<file path="src/rtl/mqd_pkg.sv">
package mqd_pkg;

    localparam int CONTEXT_BITS = 16;
    localparam int QUEUE_DEPTH  = 8;
    localparam int CTX_COUNT    = 1 << CONTEXT_BITS;
    localparam int QPTR_W       = $clog2(QUEUE_DEPTH);
    localparam int QCNT_W       = $clog2(QUEUE_DEPTH + 1);

    localparam logic [1:0] ACT_PUSH   = 2'd0;
    localparam logic [1:0] ACT_START  = 2'd1;
    localparam logic [1:0] ACT_DECODE = 2'd2;

    localparam logic [7:0]  BYTE_FF       = 8'hFF;
    localparam logic [7:0]  MARKER_LIMIT  = 8'h8F;
    localparam logic [31:0] STUFF_ADD     = 32'h0000_FE00;
    localparam logic [31:0] BYTE_ADD      = 32'h0000_FF00;
    localparam logic [15:0] INTERVAL_INIT = 16'h8000;
    localparam logic [3:0]  BC_FULL       = 4'd8;
    localparam logic [3:0]  BC_STUFFED    = 4'd7;

    typedef struct packed {
        logic [1:0]  action;
        logic [7:0]  data_byte;
        logic [15:0] context_req;
        logic        clear_contexts;
    } t_in_item;

    typedef struct packed {
        logic decision;
        logic marker_seen;
        logic starved;
    } t_out_item;

    typedef struct packed {
        logic [15:0] qe;
        logic [5:0]  nmps;
        logic [5:0]  nlps;
        logic        sw;
    } t_qe_row;

    typedef struct packed {
        logic [5:0] row;
        logic       mps;
    } t_ctx_entry;

    typedef struct packed {
        logic       push;
        logic [7:0] data;
        logic       pop;
    } t_queue_req;

    typedef struct packed {
        logic       empty;
        logic       full;
        logic [7:0] head;
    } t_queue_stat;

    typedef struct packed {
        logic                    rd_en;
        logic [CONTEXT_BITS-1:0] rd_addr;
        logic                    wr_en;
        logic [CONTEXT_BITS-1:0] wr_addr;
        t_ctx_entry              wr_data;
        logic                    clear_start;
    } t_ctx_req;

    typedef struct packed {
        logic [31:0] code;
        logic [7:0]  last;
        logic [3:0]  bc;
        logic        marker;
        logic        pop;
        logic        starved;
    } t_byte_in_res;

    function automatic t_qe_row qe_lookup(input logic [5:0] row);
        t_qe_row r;
        case (row)
            6'd0:  r = '{16'h5601, 6'd1,  6'd1,  1'b1};
            6'd1:  r = '{16'h3401, 6'd2,  6'd6,  1'b0};
            6'd2:  r = '{16'h1801, 6'd3,  6'd9,  1'b0};
            6'd3:  r = '{16'h0AC1, 6'd4,  6'd12, 1'b0};
            6'd4:  r = '{16'h0521, 6'd5,  6'd29, 1'b0};
            6'd5:  r = '{16'h0221, 6'd38, 6'd33, 1'b0};
            6'd6:  r = '{16'h5601, 6'd7,  6'd6,  1'b1};
            6'd7:  r = '{16'h5401, 6'd8,  6'd14, 1'b0};
            6'd8:  r = '{16'h4801, 6'd9,  6'd14, 1'b0};
            6'd9:  r = '{16'h3801, 6'd10, 6'd14, 1'b0};
            6'd10: r = '{16'h3001, 6'd11, 6'd17, 1'b0};
            6'd11: r = '{16'h2401, 6'd12, 6'd18, 1'b0};
            6'd12: r = '{16'h1C01, 6'd13, 6'd20, 1'b0};
            6'd13: r = '{16'h1601, 6'd29, 6'd21, 1'b0};
            6'd14: r = '{16'h5601, 6'd15, 6'd14, 1'b1};
            6'd15: r = '{16'h5401, 6'd16, 6'd14, 1'b0};
            6'd16: r = '{16'h5101, 6'd17, 6'd15, 1'b0};
            6'd17: r = '{16'h4801, 6'd18, 6'd16, 1'b0};
            6'd18: r = '{16'h3801, 6'd19, 6'd17, 1'b0};
            6'd19: r = '{16'h3401, 6'd20, 6'd18, 1'b0};
            6'd20: r = '{16'h3001, 6'd21, 6'd19, 1'b0};
            6'd21: r = '{16'h2801, 6'd22, 6'd19, 1'b0};
            6'd22: r = '{16'h2401, 6'd23, 6'd20, 1'b0};
            6'd23: r = '{16'h2201, 6'd24, 6'd21, 1'b0};
            6'd24: r = '{16'h1C01, 6'd25, 6'd22, 1'b0};
            6'd25: r = '{16'h1801, 6'd26, 6'd23, 1'b0};
            6'd26: r = '{16'h1601, 6'd27, 6'd24, 1'b0};
            6'd27: r = '{16'h1401, 6'd28, 6'd25, 1'b0};
            6'd28: r = '{16'h1201, 6'd29, 6'd26, 1'b0};
            6'd29: r = '{16'h1101, 6'd30, 6'd27, 1'b0};
            6'd30: r = '{16'h0AC1, 6'd31, 6'd28, 1'b0};
            6'd31: r = '{16'h09C1, 6'd32, 6'd29, 1'b0};
            6'd32: r = '{16'h08A1, 6'd33, 6'd30, 1'b0};
            6'd33: r = '{16'h0521, 6'd34, 6'd31, 1'b0};
            6'd34: r = '{16'h0441, 6'd35, 6'd32, 1'b0};
            6'd35: r = '{16'h02A1, 6'd36, 6'd33, 1'b0};
            6'd36: r = '{16'h0221, 6'd37, 6'd34, 1'b0};
            6'd37: r = '{16'h0141, 6'd38, 6'd35, 1'b0};
            6'd38: r = '{16'h0111, 6'd39, 6'd36, 1'b0};
            6'd39: r = '{16'h0085, 6'd40, 6'd37, 1'b0};
            6'd40: r = '{16'h0049, 6'd41, 6'd38, 1'b0};
            6'd41: r = '{16'h0025, 6'd42, 6'd39, 1'b0};
            6'd42: r = '{16'h0015, 6'd43, 6'd40, 1'b0};
            6'd43: r = '{16'h0009, 6'd44, 6'd41, 1'b0};
            6'd44: r = '{16'h0005, 6'd45, 6'd42, 1'b0};
            6'd45: r = '{16'h0001, 6'd45, 6'd43, 1'b0};
            default: r = '{16'h5601, 6'd46, 6'd46, 1'b0};
        endcase
        return r;
    endfunction

    // One byte-input step. A 0xFF already taken in makes the queue head a look-ahead byte.
    function automatic t_byte_in_res byte_in(input logic        marker,
                                             input logic [7:0]  last,
                                             input t_queue_stat q,
                                             input logic [31:0] code);
        t_byte_in_res r;
        logic [7:0]   b;
        r.code    = code;
        r.last    = last;
        r.bc      = BC_FULL;
        r.marker  = marker;
        r.pop     = 1'b0;
        r.starved = 1'b0;
        b         = q.empty ? BYTE_FF : q.head;
        if (marker) begin
            r.bc = BC_FULL;
        end else if (last == BYTE_FF) begin
            if (q.empty) begin
                r.starved = 1'b1;
            end else if (q.head > MARKER_LIMIT) begin
                r.marker = 1'b1;
            end else begin
                r.pop  = 1'b1;
                r.last = q.head;
                r.code = code + STUFF_ADD - {15'h0000, q.head, 9'h000};
                r.bc   = BC_STUFFED;
            end
        end else begin
            r.pop     = ~q.empty;
            r.starved = q.empty;
            r.last    = b;
            r.code    = code + BYTE_ADD - {16'h0000, b, 8'h00};
        end
        return r;
    endfunction

    function automatic logic [4:0] lead_zeros(input logic [15:0] v);
        logic [4:0] n;
        logic       found;
        n     = 5'd16;
        found = 1'b0;
        for (int i = 15; i >= 0; i--) begin
            if (!found && v[i]) begin
                n     = 5'(15 - i);
                found = 1'b1;
            end
        end
        return n;
    endfunction

endpackage

</file>
<file path="src/rtl/mqd_byte_queue.sv">
module mqd_byte_queue (
    input  logic                 i_clk,
    input  logic                 i_rst_n,
    input  mqd_pkg::t_queue_req  i_req,
    output mqd_pkg::t_queue_stat o_stat
);

    logic [7:0]                   r_mem [0:mqd_pkg::QUEUE_DEPTH-1];
    logic [mqd_pkg::QPTR_W-1:0]   r_head;
    logic [mqd_pkg::QPTR_W-1:0]   r_tail;
    logic [mqd_pkg::QCNT_W-1:0]   r_count;
    logic                         push_en;
    logic                         pop_en;
    logic                         full;
    logic                         empty;

    assign full    = (r_count == mqd_pkg::QCNT_W'(mqd_pkg::QUEUE_DEPTH));
    assign empty   = (r_count == '0);
    assign push_en = i_req.push && !full;
    assign pop_en  = i_req.pop && !empty;

    assign o_stat.empty = empty;
    assign o_stat.full  = full;
    assign o_stat.head  = r_mem[r_head];

    always_ff @(posedge i_clk) begin
        if (push_en) begin
            r_mem[r_tail] <= i_req.data;
        end
    end

    always_ff @(posedge i_clk) begin
        if (!i_rst_n) begin
            r_head  <= '0;
            r_tail  <= '0;
            r_count <= '0;
        end else begin
            if (push_en) begin
                r_tail <= (r_tail == mqd_pkg::QPTR_W'(mqd_pkg::QUEUE_DEPTH - 1)) ?
                          '0 : r_tail + 1'b1;
            end
            if (pop_en) begin
                r_head <= (r_head == mqd_pkg::QPTR_W'(mqd_pkg::QUEUE_DEPTH - 1)) ?
                          '0 : r_head + 1'b1;
            end
            case ({push_en, pop_en})
                2'b10:   r_count <= r_count + 1'b1;
                2'b01:   r_count <= r_count - 1'b1;
                default: r_count <= r_count;
            endcase
        end
    end

`ifndef SYNTHESIS
    a_count_bound: assert property (@(posedge i_clk) disable iff (!i_rst_n)
        r_count <= mqd_pkg::QCNT_W'(mqd_pkg::QUEUE_DEPTH))
        else $error("byte queue count above depth");

    a_no_pop_empty: assert property (@(posedge i_clk) disable iff (!i_rst_n)
        i_req.pop |-> !empty)
        else $error("byte taken from an empty queue");

    a_push_count: assert property (@(posedge i_clk) disable iff (!i_rst_n)
        (push_en && !pop_en) |=> r_count == mqd_pkg::QCNT_W'($past(r_count) + 1'b1))
        else $error("queue count did not follow a push");
`endif

endmodule

</file>
<file path="config.mk">
export PLATFORM = sky130hd
export DESIGN_NAME = mqd_byte_queue
export DESIGN_NICKNAME = d
export VERILOG_FILES = /design/src/rtl/mqd_pkg.sv /design/src/rtl/mqd_byte_queue.sv
export SDC_FILE = /design/constraint.sdc
export NUM_CORES = 1
export LEC_CHECK = 0
export BUFFER_PORTS_ARGS = -buffer_cell sky130_fd_sc_hd__buf_2
export CAP_MARGIN = 20
export CORE_MARGIN = 3
export CORE_UTILIZATION = 50
export CTS_BUF_LIST = sky130_fd_sc_hd__clkbuf_4
export CTS_CLUSTER_DIAMETER = 80
export CTS_CLUSTER_SIZE = 28
export DETAILED_ROUTE_END_ITERATION = 10
export GPL_TIMING_DRIVEN = 0
export PLACE_DENSITY = 0.78
export SETUP_SLACK_MARGIN = 0.02
export SLEW_MARGIN = 40
export SYNTH_ARGS = -nofsm -noshare
export SYNTH_HDL_FRONTEND = slang
export SYNTH_SLANG_ARGS = --single-unit
</file>
<file path="constraint.sdc">
create_clock -name i_clk -period 5.5 [get_ports i_clk]
set_input_delay 1.1 -clock i_clk [delete_from_list [all_inputs] [get_ports i_clk]]
set_output_delay 1.1 -clock i_clk [all_outputs]
set_load 0.1 [all_outputs]
</file>
Word-level counts from Yosys, hierarchy flattened
Memories as Yosys holds them, arrays and structs flattened. A register that Yosys moved wholly into a read port is not among the register bits. Cells that the tools add are included.

Bits of input ports: 12. Memories kept: 1. Bits in writable memories: 64. Logic and storage cells: 26. Bits in registers: 10.

Equal/unequal tests: 5. $add $sub $neg: 4. Reduce and logical (&&, ||, !) cells: 6. Muxes and demuxes: 7.

Memory list: r_mem (words 8, bits a word 8, rd ports 1, clocked after memory_dff 1, wr ports 1, RTL line mqd_byte_queue.sv:8) `logic [7:0] r_mem [0:mqd_pkg::QUEUE_DEPTH-1];`.

Operators by type and width (count): 3-bit 2-to-1 mux (4); 4-bit one-hot mux with 2 select lines (1); 3-bit by 1-bit adder with 3-bit output, second input constant (2); 3-bit equality test, second input constant (2); 4-bit by 1-bit adder with 4-bit output, second input constant (1); 4-bit equality test, second input constant (1); 4-bit zero test (1); 4-bit by 1-bit subtractor with 4-bit output, second input constant (1); 2-bit by 1-bit equality test with 1-bit output, second input constant (1); 2-bit equality test, second input constant (1); 1-bit logical AND (2); 1-bit zero test (2); 1-bit 2-to-1 mux (2); 2-bit nonzero test (1).

Longest topological paths before layout
Gate-level depths: netlist (run 1).

Depth in word-level cells: 5. Depth in mapped cells: 11. Depth with buffers taken out: 9.

Worst setup path after synthesis (run 1)
OpenSTA, ideal clock, no wires.

Path kind: register -> output. Start point: register (tool-made name). End point: output o_stat[0] (netlist name). Slack: 2.785 ns. Data required time: 4.400 ns. Buffers on the path: 2. Arrival: 1.615 ns. Cell stages (with the launch flop): 5. Cells stage by stage: dfxtp_1 buf_4 buf_6 mux4_2 mux2_2.

RTL lines: end, declared (RTL line mqd_byte_queue.sv:5) `output mqd_pkg::t_queue_stat o_stat`.

==> summary.md, run 1 <==
The clock-pin slew on the worst setup and hold paths came out at 0.12 ns. The maximum fanout count along the critical path was 10; the number of gates resized after cts was 0. Launching point of the worst reg2reg path: r_count[1]$_SDFFE_PN0P_. The worst pin sits at a relative slew slack of 48.0%. Summed over all layers, the global routing overflow is 0. The routed layout has 1595 vias. In the routed layout, each cell is associated on average with a via count of 5.54.

For the largest vdd supply drop, the log shows 0.000327 V. Setup violations remaining at the end of the flow were counted as 0. The count of max-cap constraint violations is 0.

The cell area power density works out to 483 nW/µm². In this run the number of H-tree levels came out at 3. The layout overhead on the synthesized area works out to 12.4%. The final count of pins violating max slew came out at 0.

The final critical-path required period was 3.46 ns. Global routing used 16.1% of the available tracks across all layers. For this run, the number of Yosys warnings is 0. At the worst endpoint, the required time is 4.40 ns. The number of nets produced by synthesis was 193. Hold repair after CTS inserted 0 buffers. The die is 85.3 µm wide. For the count of distinct cell types in the synthesized netlist, the log shows 33. The clock passes through at most 2 buffers. The clock power share was 19.0%.

Once layout is complete, the utilization of the core stands at 59.0%. The region available for standard cell placement spans 5990 µm². The path class of the tightest hold or removal check is reg -> reg. The worst-margin pin slew is 0.776 ns. Routability-driven placement finished with a final weighted congestion of 0.747. In the final layout, the share of cells above drive strength 1 is 36.6%. The switching power share of the total is 38.7%, and the hold violation count in the final report is 0. 22 I/O pins were placed.

The synthesized netlist cell count is 174. The part of the cycle the worst path needs is 62.9%. The tree is rooted in a sky130_fd_sc_hd__clkbuf_4. The logs give 0 for the number of nets with antenna violations after routing and 1050 µW for the cell internal power dissipation. The initial cell density of the core was 52.5%. After synthesis, flip-flops and latches occupy 69.3% of the total area.

The wire length of the first global-routing pass was 8.53 mm. The final routed DRC violation total came out at 0. After clock tree synthesis, the setup repair step added 0 buffers. In the final layout, the multi-input gates occupy 933 µm². The floorplan has 28 rows. For the logic gate share of total power, the log shows 39.5%. The detail-routed net length per standard cell was 18.1 µm. Endpoint class of the critical path: a primary output. The number of antenna diodes in the final layout is 0. After the first detailed-routing iteration, the DRC count stood at 103.

The run gives 77 as the number of sinks driven by the clock tree. For the via count of the first global-routing pass, the log shows 1628. The die covers 7280 µm². The post-route clock skew is 0.0133 ns, and the initial antenna violation count is 0. STA classifies the critical path startpoint as a flop.

For this run, the top clock speed supported by timing is 289 MHz. The logs give 9 for the number of CTS-inserted buffers and 13 for the pin count of the biggest net entering global routing. The flow ran to the end, and the final reports show no timing, DRC or antenna violations. In this run the power spent charging and discharging nets is 660 µW. Registers take 2180 µm². The synthesized design contains 77 register bits. Setup repair after global routing left no endpoint under its margin.

The count of buffers inserted at the top-level ports is 21. The mapped netlist covers 3150 µm². The wire-length estimate of the detail-placed layout is 3.39 mm. Of the total power, registers draw 41.5%.

In this run the static leakage power is 0.00121 µW. The die is 85.3 µm tall. Counting the fill cells in the layout gives 450. The synthesized area divided by synthesized cell count was 18.1 µm²; the detailed-routing iteration count for the pre-antenna-repair pass was 4. The tools report the total detailed-routing wirelength as 5.20 mm. TritonCTS built the clock tree. The insertion delay to the later sink of the worst-skew pair is 0.40 ns, and the reg-to-reg setup timing slack is 2.87 ns.

The startpoint-to-endpoint class of the critical path was reg -> out. Final total negative setup slack: 0 ns. For the worst setup path, the data arrival time is 2.36 ns.

The net count of the finished layout is 227. The worst hold path begins at r_head[2]$_SDFFE_PN0N_.
[layout make-up]
type	count	area share, %
Clock buffer	11	2.34
Tap cell	75	2.65
Multi-Input combinational cell	85	26.4
Timing Repair Buffer	23	3.33
Inverter	1	0.106
Sequential cell	77	61.7
Buffer	11	2.02
Clock inverter	5	1.45
[cell families after synthesis]
group	Yosys count	synth area share [%]
xor gates and xnor gates	3	0.835
DFF	77	69.3
adders and majority gates	7	2.78
muxes	27	15.3
and+or+nand+nor	35	6.36
AOI/OAI and AO/OA	13	3.02
buffers and inverters	12	2.39
[metrics by stage]
step	power [µW]	hold WS (ns)	instance area (µm²)	std cells	setup WS, ns
2_1_floorplan	1290	0.452	3150	174	2.78
3_3_place_gp	1380	0.464	3350	270	2.13
3_5_place_dp	1400	0.475	3390	272	2.48
4_1_cts	1720	0.493	3520	288	1.98
5_1_grt	1800	0.521	3540	288	1.89
6_report	1710	0.491	3540	288	2.04
[sequential cells by signal, summed over array words and instances (netlist names), named ones only]
signal,flops
r_mem,64
r_tail,3
r_count,4
r_head,3
[Yosys cell counts]
master / count / share of area (%)
sky130_fd_sc_hd__and2_1: 2 / 0.40
sky130_fd_sc_hd__o21ai_0: 1 / 0.16
sky130_fd_sc_hd__buf_4: 3 / 0.72
sky130_fd_sc_hd__clkbuf_1: 2 / 0.24
sky130_fd_sc_hd__o41ai_2: 1 / 0.52
sky130_fd_sc_hd__nor4_1: 2 / 0.40
sky130_fd_sc_hd__edfxtp_1: 64 / 61
sky130_fd_sc_hd__nor2_1: 3 / 0.36
sky130_fd_sc_hd__or3_1: 2 / 0.40
sky130_fd_sc_hd__a21boi_1: 4 / 0.95
sky130_fd_sc_hd__buf_2: 2 / 0.32
sky130_fd_sc_hd__mux2i_1: 3 / 0.95
sky130_fd_sc_hd__xnor2_1: 1 / 0.28
sky130_fd_sc_hd__nor3b_1: 2 / 0.48
sky130_fd_sc_hd__ha_1: 7 / 2.8
sky130_fd_sc_hd__nor2b_1: 4 / 0.80
sky130_fd_sc_hd__buf_6: 2 / 0.72
sky130_fd_sc_hd__nand2_1: 6 / 0.72
sky130_fd_sc_hd__buf_1: 1 / 0.12
sky130_fd_sc_hd__nand2b_1: 4 / 0.80
sky130_fd_sc_hd__nor3_1: 6 / 0.95
sky130_fd_sc_hd__mux4_2: 16 / 11
sky130_fd_sc_hd__a211o_1: 1 / 0.28
sky130_fd_sc_hd__dfxtp_1: 13 / 8.3
sky130_fd_sc_hd__nor4bb_1: 1 / 0.32
sky130_fd_sc_hd__inv_1: 1 / 0.12
sky130_fd_sc_hd__xor2_1: 2 / 0.56
sky130_fd_sc_hd__a21oi_1: 5 / 0.80
sky130_fd_sc_hd__mux2_2: 8 / 2.9
sky130_fd_sc_hd__a21bo_1: 1 / 0.32
sky130_fd_sc_hd__or3b_1: 1 / 0.28
sky130_fd_sc_hd__clkbuf_2: 1 / 0.16
sky130_fd_sc_hd__nand3b_1: 2 / 0.48
[routing by layer]
layer	up-vias	wire length, µm	global-route usage (%)
li1	753	-	-
met1	803	2370	21.8
met2	32	2540	24.7
met3	7	220	4.17
met4	0	75	7.34
met5	-	0	0
[power by group through the flow]
stage	Sequential, µW	Combinational (µW)	Clock (µW)
CTS	708	681	336
global placement	719	663	0
global route	715	725	361
detailed placement	721	679	0
floorplan	713	578	0
finish	708	674	325
[final timing paths]
path	end	depth (start not counted)
worst max register to register	r_count[2]$_SDFFE_PN0P_	10
worst min register to register	flop	2
worst max-delay path	o_stat[7]	5
worst min-delay path	flop	2
[cells in the final DEF, fill, tap and decap left out, types with 3 or more instances in the layout]
| cell | instances |
|---|---|
| sky130_fd_sc_hd__edfxtp_1 | 64 |
| sky130_fd_sc_hd__buf_2 | 24 |
| sky130_fd_sc_hd__mux4_2 | 16 |
| sky130_fd_sc_hd__dfxtp_1 | 13 |
| sky130_fd_sc_hd__clkbuf_4 | 11 |
| sky130_fd_sc_hd__mux2_2 | 8 |
| sky130_fd_sc_hd__ha_1 | 7 |
| sky130_fd_sc_hd__nand2_1 | 6 |
| sky130_fd_sc_hd__a21oi_1 | 5 |
| sky130_fd_sc_hd__buf_4 | 4 |
| sky130_fd_sc_hd__nand2b_1 | 4 |
| sky130_fd_sc_hd__nor2b_1 | 4 |
| sky130_fd_sc_hd__a21boi_1 | 4 |
| sky130_fd_sc_hd__mux2i_1 | 3 |
[worst max-delay path, stage by stage (launching register included)]
cell and delay, ns:
sky130_fd_sc_hd__dfxtp_1 0.32, sky130_fd_sc_hd__clkbuf_1 0.36, sky130_fd_sc_hd__buf_2 0.37, sky130_fd_sc_hd__mux4_2 0.35, sky130_fd_sc_hd__mux2_2 0.27, sky130_fd_sc_hd__buf_2 0.29
(Power assumes the default switching activity.)
==> inputs of run 2 (changes only) <==
Settings changed: ABC_AREA from default to 1.
Clock period 5.5 ns to 3.5 ns, I/O delays scaled along.
==> run 2 against run 1 <==
Clock power increased by 54%; non-clock buffer count decreased by 2; wire length increased by 20%; final cell count increased by 34%; sequential share of layout area decreased by 0.65 points; synthesized cell count increased by 58%; global-route usage increased by 2.2 points; register-to-register slack got worse by 1.4 ns; die area increased by 2.3%; critical endpoint is now o_stat[4].
==> summary.md, run 2 <==
The flow ran to the end, and the final reports show no timing, DRC or antenna violations. The final count of pins violating max slew is 0 (unchanged). The tools report the area occupied by registers as 2180 µm² (unchanged). The reg-to-reg setup timing slack was 1.48 ns (was 2.87 ns); the maximum fanout count along the critical path was 10 (unchanged). Setup repair after global routing left no endpoint under its margin. The number of post-CTS setup repair buffers was 0 (unchanged); the overall power consumption was 2980 µW (was 1710 µW). The fraction of synthesized cell area taken by the top area cell type is 59.6% (was 61.1%), and the post-place setup slack is 1.27 ns (was 2.48 ns). The run gives 0 (unchanged) as the number of nets with antenna violations after routing. The required time of the worst setup path is 2.80 ns (was 4.40 ns). The run gives 64.2% (was 48.0%) as the worst-case headroom to the max-slew limit. The count of routing violations after the opening detailed-route iteration was 160 (was 103); the clock-pin slew on the worst setup and hold paths was 0.12 ns (about the same). For the leakage power figure, the log shows 0.00138 µW (was 0.00121 µW). The number of placed I/O pins is 22 (unchanged), and the detail-routed net length per standard cell is 16.2 µm (was 18.1 µm).

The count of buffering cells on the critical path with inverters included is 2 (was 3), and the overall fraction of global-route tracks in use is 18.3% (was 16.1%). The logs give 0.0242 ns (was 0.0133 ns) for the post-route clock skew and 0 ns (unchanged) for the final total negative setup slack. The number of flip-flops in the largest register was 64 (unchanged); the total number of vias was 2138 (was 1595).

For the pin count of the biggest net entering global routing, the log shows 14 (was 13). TritonCTS built the clock tree. Detailed-routing iteration count for the pre-antenna-repair pass: 4 (unchanged). Synth top cells by count: sky130_fd_sc_hd__edfxtp_1, sky130_fd_sc_hd__nor2_1, sky130_fd_sc_hd__nand2_1 (was sky130_fd_sc_hd__edfxtp_1, sky130_fd_sc_hd__mux4_2, sky130_fd_sc_hd__dfxtp_1). The logs give 0 (unchanged) for the initial antenna violation count and 77 (unchanged) for the number of sinks driven by the clock tree. The sum of net half-perimeters after detailed placement is 4.04 mm (was 3.39 mm).

The count of distinct cell types in the synthesized netlist came out at 26 (was 33). The final routed DRC violation total came out at 0 (unchanged). The layout overhead on the synthesized area is 10.8% (was 12.4%), and the maximum number of buffers from clock root to sink is 2 (unchanged). Startpoint-to-endpoint class of the critical path: reg -> out (unchanged). The number of gates resized after cts is 0 (unchanged), and the number of synthesis warnings is 0 (unchanged). The logs give 3 (unchanged) for the H-tree level count and 0 (unchanged) for the count of endpoints failing setup in the final report.

For the antenna diode count, the log shows 0 (unchanged). The cell type with the largest total area after synthesis is sky130_fd_sc_hd__edfxtp_1 (unchanged). The number of nets produced by synthesis was 294 (was 193); the final critical-path required period was 2.75 ns.

The tools report the overall die area as 7450 µm² (was 7280 µm²). Cell types with the largest area share after synthesis: sky130_fd_sc_hd__edfxtp_1, sky130_fd_sc_hd__dfxtp_1, sky130_fd_sc_hd__nor2_1 (was sky130_fd_sc_hd__edfxtp_1, sky130_fd_sc_hd__mux4_2, sky130_fd_sc_hd__dfxtp_1). The number of nets in the finished design was 326 (was 227). Register bank with the most flops: r_mem (unchanged).

Most repeated cell in the gate-level netlist after synthesis: sky130_fd_sc_hd__edfxtp_1 (unchanged). The post-route core utilization is 58.6% (was 59.0%), and the count of max-cap constraint violations is 0 (unchanged). Family of cells with the greatest summed delay on the critical path: buffers and inverters (unchanged). Largest registers in the final layout: r_mem (64), r_count (4) (unchanged). The endpoint class of the critical path was a primary output (unchanged). The cell area power density was 834 nW/µm² (was 483 nW/µm²); the arrival time reported for the critical path endpoint was 2.05 ns (was 2.36 ns). The share of layout cells above drive strength 1 works out to 19.2% (was 36.6%).

The routed via count divided by cell count came out at 5.52 (was 5.54). The placeable core region was 6100 µm² (was 5990 µm²); the worst-margin pin slew was 0.537 ns (was 0.776 ns). The insertion delay to the later sink of the worst-skew pair is 0.41 ns (was 0.40 ns), and the achievable clock frequency is 364 MHz. The total stage count of the critical path works out to 6 (was 5). The number of flops mapped to enable cells by yosys was 64 (unchanged); the synthesized netlist cell count was 275 (was 174). The biggest cell delay along the critical path was 0.49 ns (was 0.37 ns). The launching point of the worst reg2reg path was r_count[3]$_SDFFE_PN0P_ (was r_count[1]$_SDFFE_PN0P_). The startpoint class of the critical path was a flop (unchanged). The reg-to-reg endpoint is r_count[2]$_SDFFE_PN0P_ (unchanged).

The via count of the first global-routing pass came out at 2126 (was 1628). The die extent in x is 86.3 µm (was 85.3 µm). The flip-flop cell with the highest count after synthesis is sky130_fd_sc_hd__edfxtp_1 (unchanged). Cells along the critical path: buf_4 > o21ai_0 > o21ai_1 > nand2_1 > nand2_1 > buf_2 (was clkbuf_1 > buf_2 > mux4_2 > mux2_2 > buf_2). The tools report the initial cell density of the core as 52.9% (was 52.5%). The largest vdd supply drop was 0.000692 V (was 0.000327 V).

The post-synth design cell area is 3220 µm² (was 3150 µm²). The total grt overflow was 0 (unchanged). The number of cell rows came out at 28 (unchanged).

For the post-cts hold buffer count, the log shows 0 (unchanged). The last weighted congestion value of the routability-driven placer was 0.811 (was 0.747); the part of the cycle the worst path needs was 78.5%. Hold violation count in the final report: 0 (unchanged). The hold path endpoint is r_head[1]$_SDFFE_PN0N_. Most frequent standard cell in the layout excluding fill and tap cells: sky130_fd_sc_hd__edfxtp_1 (unchanged).

Clock tree root buffer cell: sky130_fd_sc_hd__clkbuf_4 (unchanged). The standard cell with the maximum stage delay on the critical path was sky130_fd_sc_hd__dfxtp_1 (was sky130_fd_sc_hd__buf_2). The origin of the worst min-delay path was r_head[1]$_SDFFE_PN0N_ (was r_head[2]$_SDFFE_PN0N_). The number of instances on the worst hold path was 2 (unchanged); the number of filler instances in the final layout was 507 (was 450). The part of the Yosys area used for sequential elements was 67.7% (was 69.3%). The logic depth of the worst register-to-register path came out at 13 (was 10). The count of buffers inserted at the top-level ports came out at 21 (unchanged). The area used by multi-input combinational logic was 892 µm² (was 933 µm²); the die extent in y was 86.3 µm (was 85.3 µm). The most frequent cell on the critical path was sky130_fd_sc_hd__nand2_1 (was sky130_fd_sc_hd__buf_2). The tools report the post-layout worst setup margin as 0.753 ns (was 2.04 ns). Worst hold-check path type: reg -> reg (unchanged).

The total of flip-flops plus latches after synthesis was 77 (unchanged); the wire length of the first global-routing pass was 10.0 mm (was 8.53 mm). The synthesized area divided by synthesized cell count was 11.7 µm² (was 18.1 µm²); the number of CTS-inserted buffers was 9 (unchanged). Commonest cells after routing, fill and taps aside: sky130_fd_sc_hd__edfxtp_1, sky130_fd_sc_hd__nor2_1, sky130_fd_sc_hd__nand2_1 (was sky130_fd_sc_hd__edfxtp_1, sky130_fd_sc_hd__buf_2, sky130_fd_sc_hd__mux4_2). The total detailed-routing wirelength is 6.26 mm (was 5.20 mm), and the share of async-settable or async-resettable flops after synthesis is 0% (unchanged).
==> run 2: stage by stage <==
step                cells  area (µm²)  hold slack, ns
CTS                   387        3550           0.510
finish                387        3570           0.508
global route          387        3570           0.526
floorplan             275        3220           0.461
detailed placement    371        3420           0.492
global placement      371        3420           0.484
==> run 2: routing by layer <==
layer	vias up	GRT usage, %	wire length (µm)
met1	994	23.8	2720
li1	1026	-	-
met5	-	0	0
met2	99	28.3	2890
met3	19	5.32	471
met4	0	8.92	184
==> run 2: kinds of logic after synthesis <==
kind of cell	synth area share [%]
AOI/OAI and AO/OA	8.93
adders and majority gates	2.72
buffers and inverters	5.28
muxes	2.48
and+or+nand+nor	12.1
DFF	67.7
xor gates and xnor gates	0.815
==> run 2: worst max path at each step <==
stage | start | to | slack (ns)
after floorplan | flop | o_stat[1] | 1.28
after global placement | i_req[9] | r_mem[3][3]$_DFFE_PP_ | 1.33
after CTS | flop | o_stat[4] | 0.80
final | flop | o_stat[4] | 0.75
after global routing | flop | o_stat[1] | 0.66
after detailed placement | flop | o_stat[4] | 1.27
==> run 2: area by class of cell <==
cell class	instances	share of cell area [%]
flip-flops and latches	77	61.1
multi-input cells	169	25.0
repair buffers	21	2.94
plain buffers	11	2.87
well taps	75	2.63
clock buffers	10	2.10
inverters	18	1.89
clock inverters	6	1.54
==> run 2: worst register-to-register path, delay by kind of cell, from the launching register on <==
family / cells / cell delay (ns)
xor+xnor: 1 / 0.10
fa+ha+maj: 2 / 0.43
flops: 1 / 0.41
compound gates: 2 / 0.31
buf+inv: 4 / 0.35
simple gates: 4 / 0.34
==> run 2: where the power goes <==
part           internal [µW]  switching (µW)  leakage [µW]  total [µW]
Combinational            322            1010      0.000619        1330
Sequential              1090            58.3      0.000688        1150
Clock                    219             282     0.0000712         501
==> inputs of run 3 (changes only) <==
Settings changed: PLACE_DENSITY 0.78 to 0.81.
Clock period 3.5 ns to 2.2 ns, I/O delays scaled along.
==> run 3 against run 2 <==
Design area is 5.3% higher; global-route usage barely moved; first-iteration DRC count up 15%; largest power group unchanged; highest routed layer unchanged; sequential power is 60% higher; wire length shrank 0.32%; clock skew down 0.015 ns; core utilization increased by 3.1 points; via count is 1.2% lower; worst hold slack got worse by 0.24 ns; critical path depth up 1; setup slack worse by 0.68 ns; largest cell class unchanged.
==> summary.md, run 3 (synthesized netlist as in run 2, its figures left out) <==
The last weighted congestion value of the routability-driven placer was 0.848 (was 0.811). The number of post-CTS setup repair buffers was 0 (unchanged); the post-place setup slack was 0.186 ns (was 1.27 ns). The number of flip-flops in the largest register is 64 (unchanged), and the logic gate share of total power is 48.2% (was 44.7%).

The tools report the endpoint class of the critical path as a primary output (unchanged). The run gives 0.42 ns (was 0.41 ns) as the insertion delay to the later sink of the worst-skew pair. The logic depth of the worst register-to-register path is 13 (unchanged), and the count of buffers inserted at the top-level ports is 21 (unchanged).

The count of endpoints failing setup in the final report is 0 (unchanged). The detailed-routing iteration count for the pre-antenna-repair pass was 4 (unchanged); the clock power share was 16.8% (about the same). Count of buffering cells on the critical path with inverters included: 3 (was 2). Total number of vias: 2112 (was 2138). TritonCTS built the clock tree. Family of cells with the greatest summed delay on the critical path: buffers and inverters (unchanged). The number of instances on the worst hold path was 1 (was 2). The initial antenna violation count was 0 (unchanged).

For the post-layout worst setup margin, the log shows 0.0737 ns (was 0.753 ns). The origin of the worst min-delay path was i_req[6] (was r_head[1]$_SDFFE_PN0N_). Setup repair after global routing could not meet its margin everywhere. The tools report the clock tree root buffer cell as sky130_fd_sc_hd__clkbuf_4 (unchanged).

The leakage power figure is 0.00144 µW (was 0.00138 µW). The run gives 0.18 ns (was 1.48 ns) as the reg-to-reg setup timing slack. The run gives 468 (was 507) as the number of filler instances in the final layout.

The tools report the placeable core region as 6100 µm² (unchanged). The non-filler instance count after layout is 387 (unchanged). The post-placement cell count was 371 (unchanged). The clock-pin slew on the worst setup and hold paths is 0.12 ns (about the same), and the via count of the first global-routing pass is 2076 (was 2126).

The cell internal power dissipation was 2960 µW (was 1630 µW). The tools report the reg-to-reg endpoint as r_count[2]$_SDFFE_PN0P_ (unchanged). The hold path endpoint is r_mem[6][5]$_DFFE_PP_ (was r_head[1]$_SDFFE_PN0N_). The routed via count divided by cell count was 5.46 (was 5.52). Switching power total: 2300 µW (was 1350 µW). Largest registers in the final layout: r_mem (64), r_count (4) (unchanged).

The tools report the number of sinks driven by the clock tree as 77 (unchanged). The tools report the total detailed-routing wirelength as 6.24 mm (was 6.26 mm). The tools report the final routed DRC violation total as 0 (unchanged). The required time of the worst setup path is 1.76 ns (was 2.80 ns). The count of routing violations after the opening detailed-route iteration is 184 (was 160), and the share of layout cells above drive strength 1 is 23.1% (was 19.2%).

The number of nets in the finished design was 326 (unchanged); the hold violation count in the final report was 0 (unchanged). The count of max-cap constraint violations is 0 (unchanged). The wire length of the first global-routing pass is 10.0 mm (unchanged), and the pin count of the biggest net entering global routing is 16 (was 14). Commonest cells after routing, fill and taps aside: sky130_fd_sc_hd__edfxtp_1, sky130_fd_sc_hd__nor2_1, sky130_fd_sc_hd__nand2_1 (unchanged). The die extent in y is 86.3 µm (unchanged). The standard cell with the maximum stage delay on the critical path was sky130_fd_sc_hd__dfxtp_4 (was sky130_fd_sc_hd__dfxtp_1).

For the number of nets with antenna violations after routing, the log shows 0 (unchanged). The initial cell density of the core came out at 52.9% (unchanged). Final critical-path required period: 2.13 ns. The detail-routed net length per standard cell was 16.1 µm (was 16.2 µm). The most frequent standard cell in the layout excluding fill and tap cells is sky130_fd_sc_hd__edfxtp_1 (unchanged). The layout overhead on the synthesized area was 16.7% (was 10.8%). The switching power share of the total came out at 43.7% (was 45.3%).

The maximum fanout count along the critical path works out to 10 (unchanged). Cells along the critical path: inv_4 > buf_8 > nor2_1 > o22ai_1 > nand2_1 > nand2_2 > buf_12 (was buf_4 > o21ai_0 > o21ai_1 > nand2_1 > nand2_1 > buf_2). The logs give 0 (unchanged) for the final count of pins violating max slew and 28 (unchanged) for the number of cell rows. The startpoint-to-endpoint class of the critical path was reg -> out (unchanged). The cell area power density was 1400 nW/µm² (was 834 nW/µm²). The run gives 0.00145 V (was 0.000692 V) as the largest vdd supply drop. The biggest cell delay along the critical path works out to 0.41 ns (was 0.49 ns). The logs give 2 (unchanged) for the maximum number of buffers from clock root to sink and 0 (unchanged) for the antenna diode count. The overall die area was 7450 µm² (unchanged).

Part of the cycle the worst path needs: 96.7%. For the share of power burned in registers, the log shows 35.1% (was 38.5%). The die extent in x is 86.3 µm (unchanged). The worst-case headroom to the max-slew limit was 44.2% (was 64.2%). For the number of placed I/O pins, the log shows 22 (unchanged).

The startpoint class of the critical path was a flop (unchanged). The arrival time reported for the critical path endpoint is 1.69 ns (was 2.05 ns), and the overall fraction of global-route tracks in use is 18.3% (about the same). The run finished with clean final reports. Register bank with the most flops: r_mem (unchanged).

The worst-margin pin slew works out to 0.834 ns (was 0.537 ns). Total grt overflow: 0 (unchanged). The H-tree level count came out at 3 (unchanged). The worst hold-check path type is in -> reg (was reg -> reg). For the sum of net half-perimeters after detailed placement, the log shows 4.02 mm (was 4.04 mm). For the post-route core utilization, the log shows 61.7% (was 58.6%).

The number of CTS-inserted buffers was 9 (unchanged). Launching point of the worst reg2reg path: r_count[1]$_SDFFE_PN0P_ (was r_count[3]$_SDFFE_PN0P_). The post-route clock skew is 0.00971 ns (was 0.0242 ns), and the achievable clock frequency is 470 MHz.
## run 3: what timing repair did
action | 4_1_cts | 5_1_grt
resized for setup | 18 | 39
hold buffers | 0 | 0
setup endpoints to repair | 8 | 10
pin swaps | 0 | 2
## run 3: final cells by class
type                       instances  area (µm²)  area share, %
tap                               75        93.8           2.49
buffer                            11         129           3.42
inverter                          18        70.1           1.86
timing repair buffer              21         228           6.05
multi-input combinational        169         907           24.1
clock buffer                       9        67.6           1.80
sequential                        77        2190           58.2
clock inverter                     7        78.8           2.09
## run 3: metal layers
layer | routed length (µm) | global-route usage, %
met5 | 0 | 0
met1 | 2710 | 23.6
met3 | 465 | 4.37
met2 | 3000 | 28.8
met4 | 70 | 9.77
## run 3: power by group through the flow
stage / Clock (µW) / Sequential [µW] / Combinational [µW]
after CTS: 889 / 1830 / 2230
after floorplan: 0 / 1840 / 1720
after global placement: 0 / 1860 / 2040
after detailed placement: 0 / 1860 / 2090
final: 882 / 1840 / 2530
after global routing: 961 / 1860 / 2700
## run 3: how the worst max path moves through the flow
stage	slack, ns	to	startpoint	cells past startpoint
6_report	0.07	o_stat[6]	flop	7
3_5_place_dp	0.19	r_count[2]$_SDFFE_PN0P_	r_count[0]$_SDFFE_PN0P_	13
2_1_floorplan	0.24	o_stat[1]	flop	7
4_1_cts	0.001	o_stat[6]	flop	7
5_1_grt	-0.03	o_stat[6]	flop	8
3_3_place_gp	0.28	r_count[2]$_SDFFE_PN0P_	r_count[1]$_SDFFE_PN0P_	13
## run 3: per-stage QoR
stage	TNS (ns)	hold slack (ns)	power, µW	cell area [µm²]
6_report	0	0.271	5260	3760
5_1_grt	-0.0767	0.251	5530	3760
4_1_cts	0	0.243	4950	3620
3_5_place_dp	0	0.501	3960	3420
3_3_place_gp	0	0.482	3900	3420
2_1_floorplan	0	0.461	3560	3220
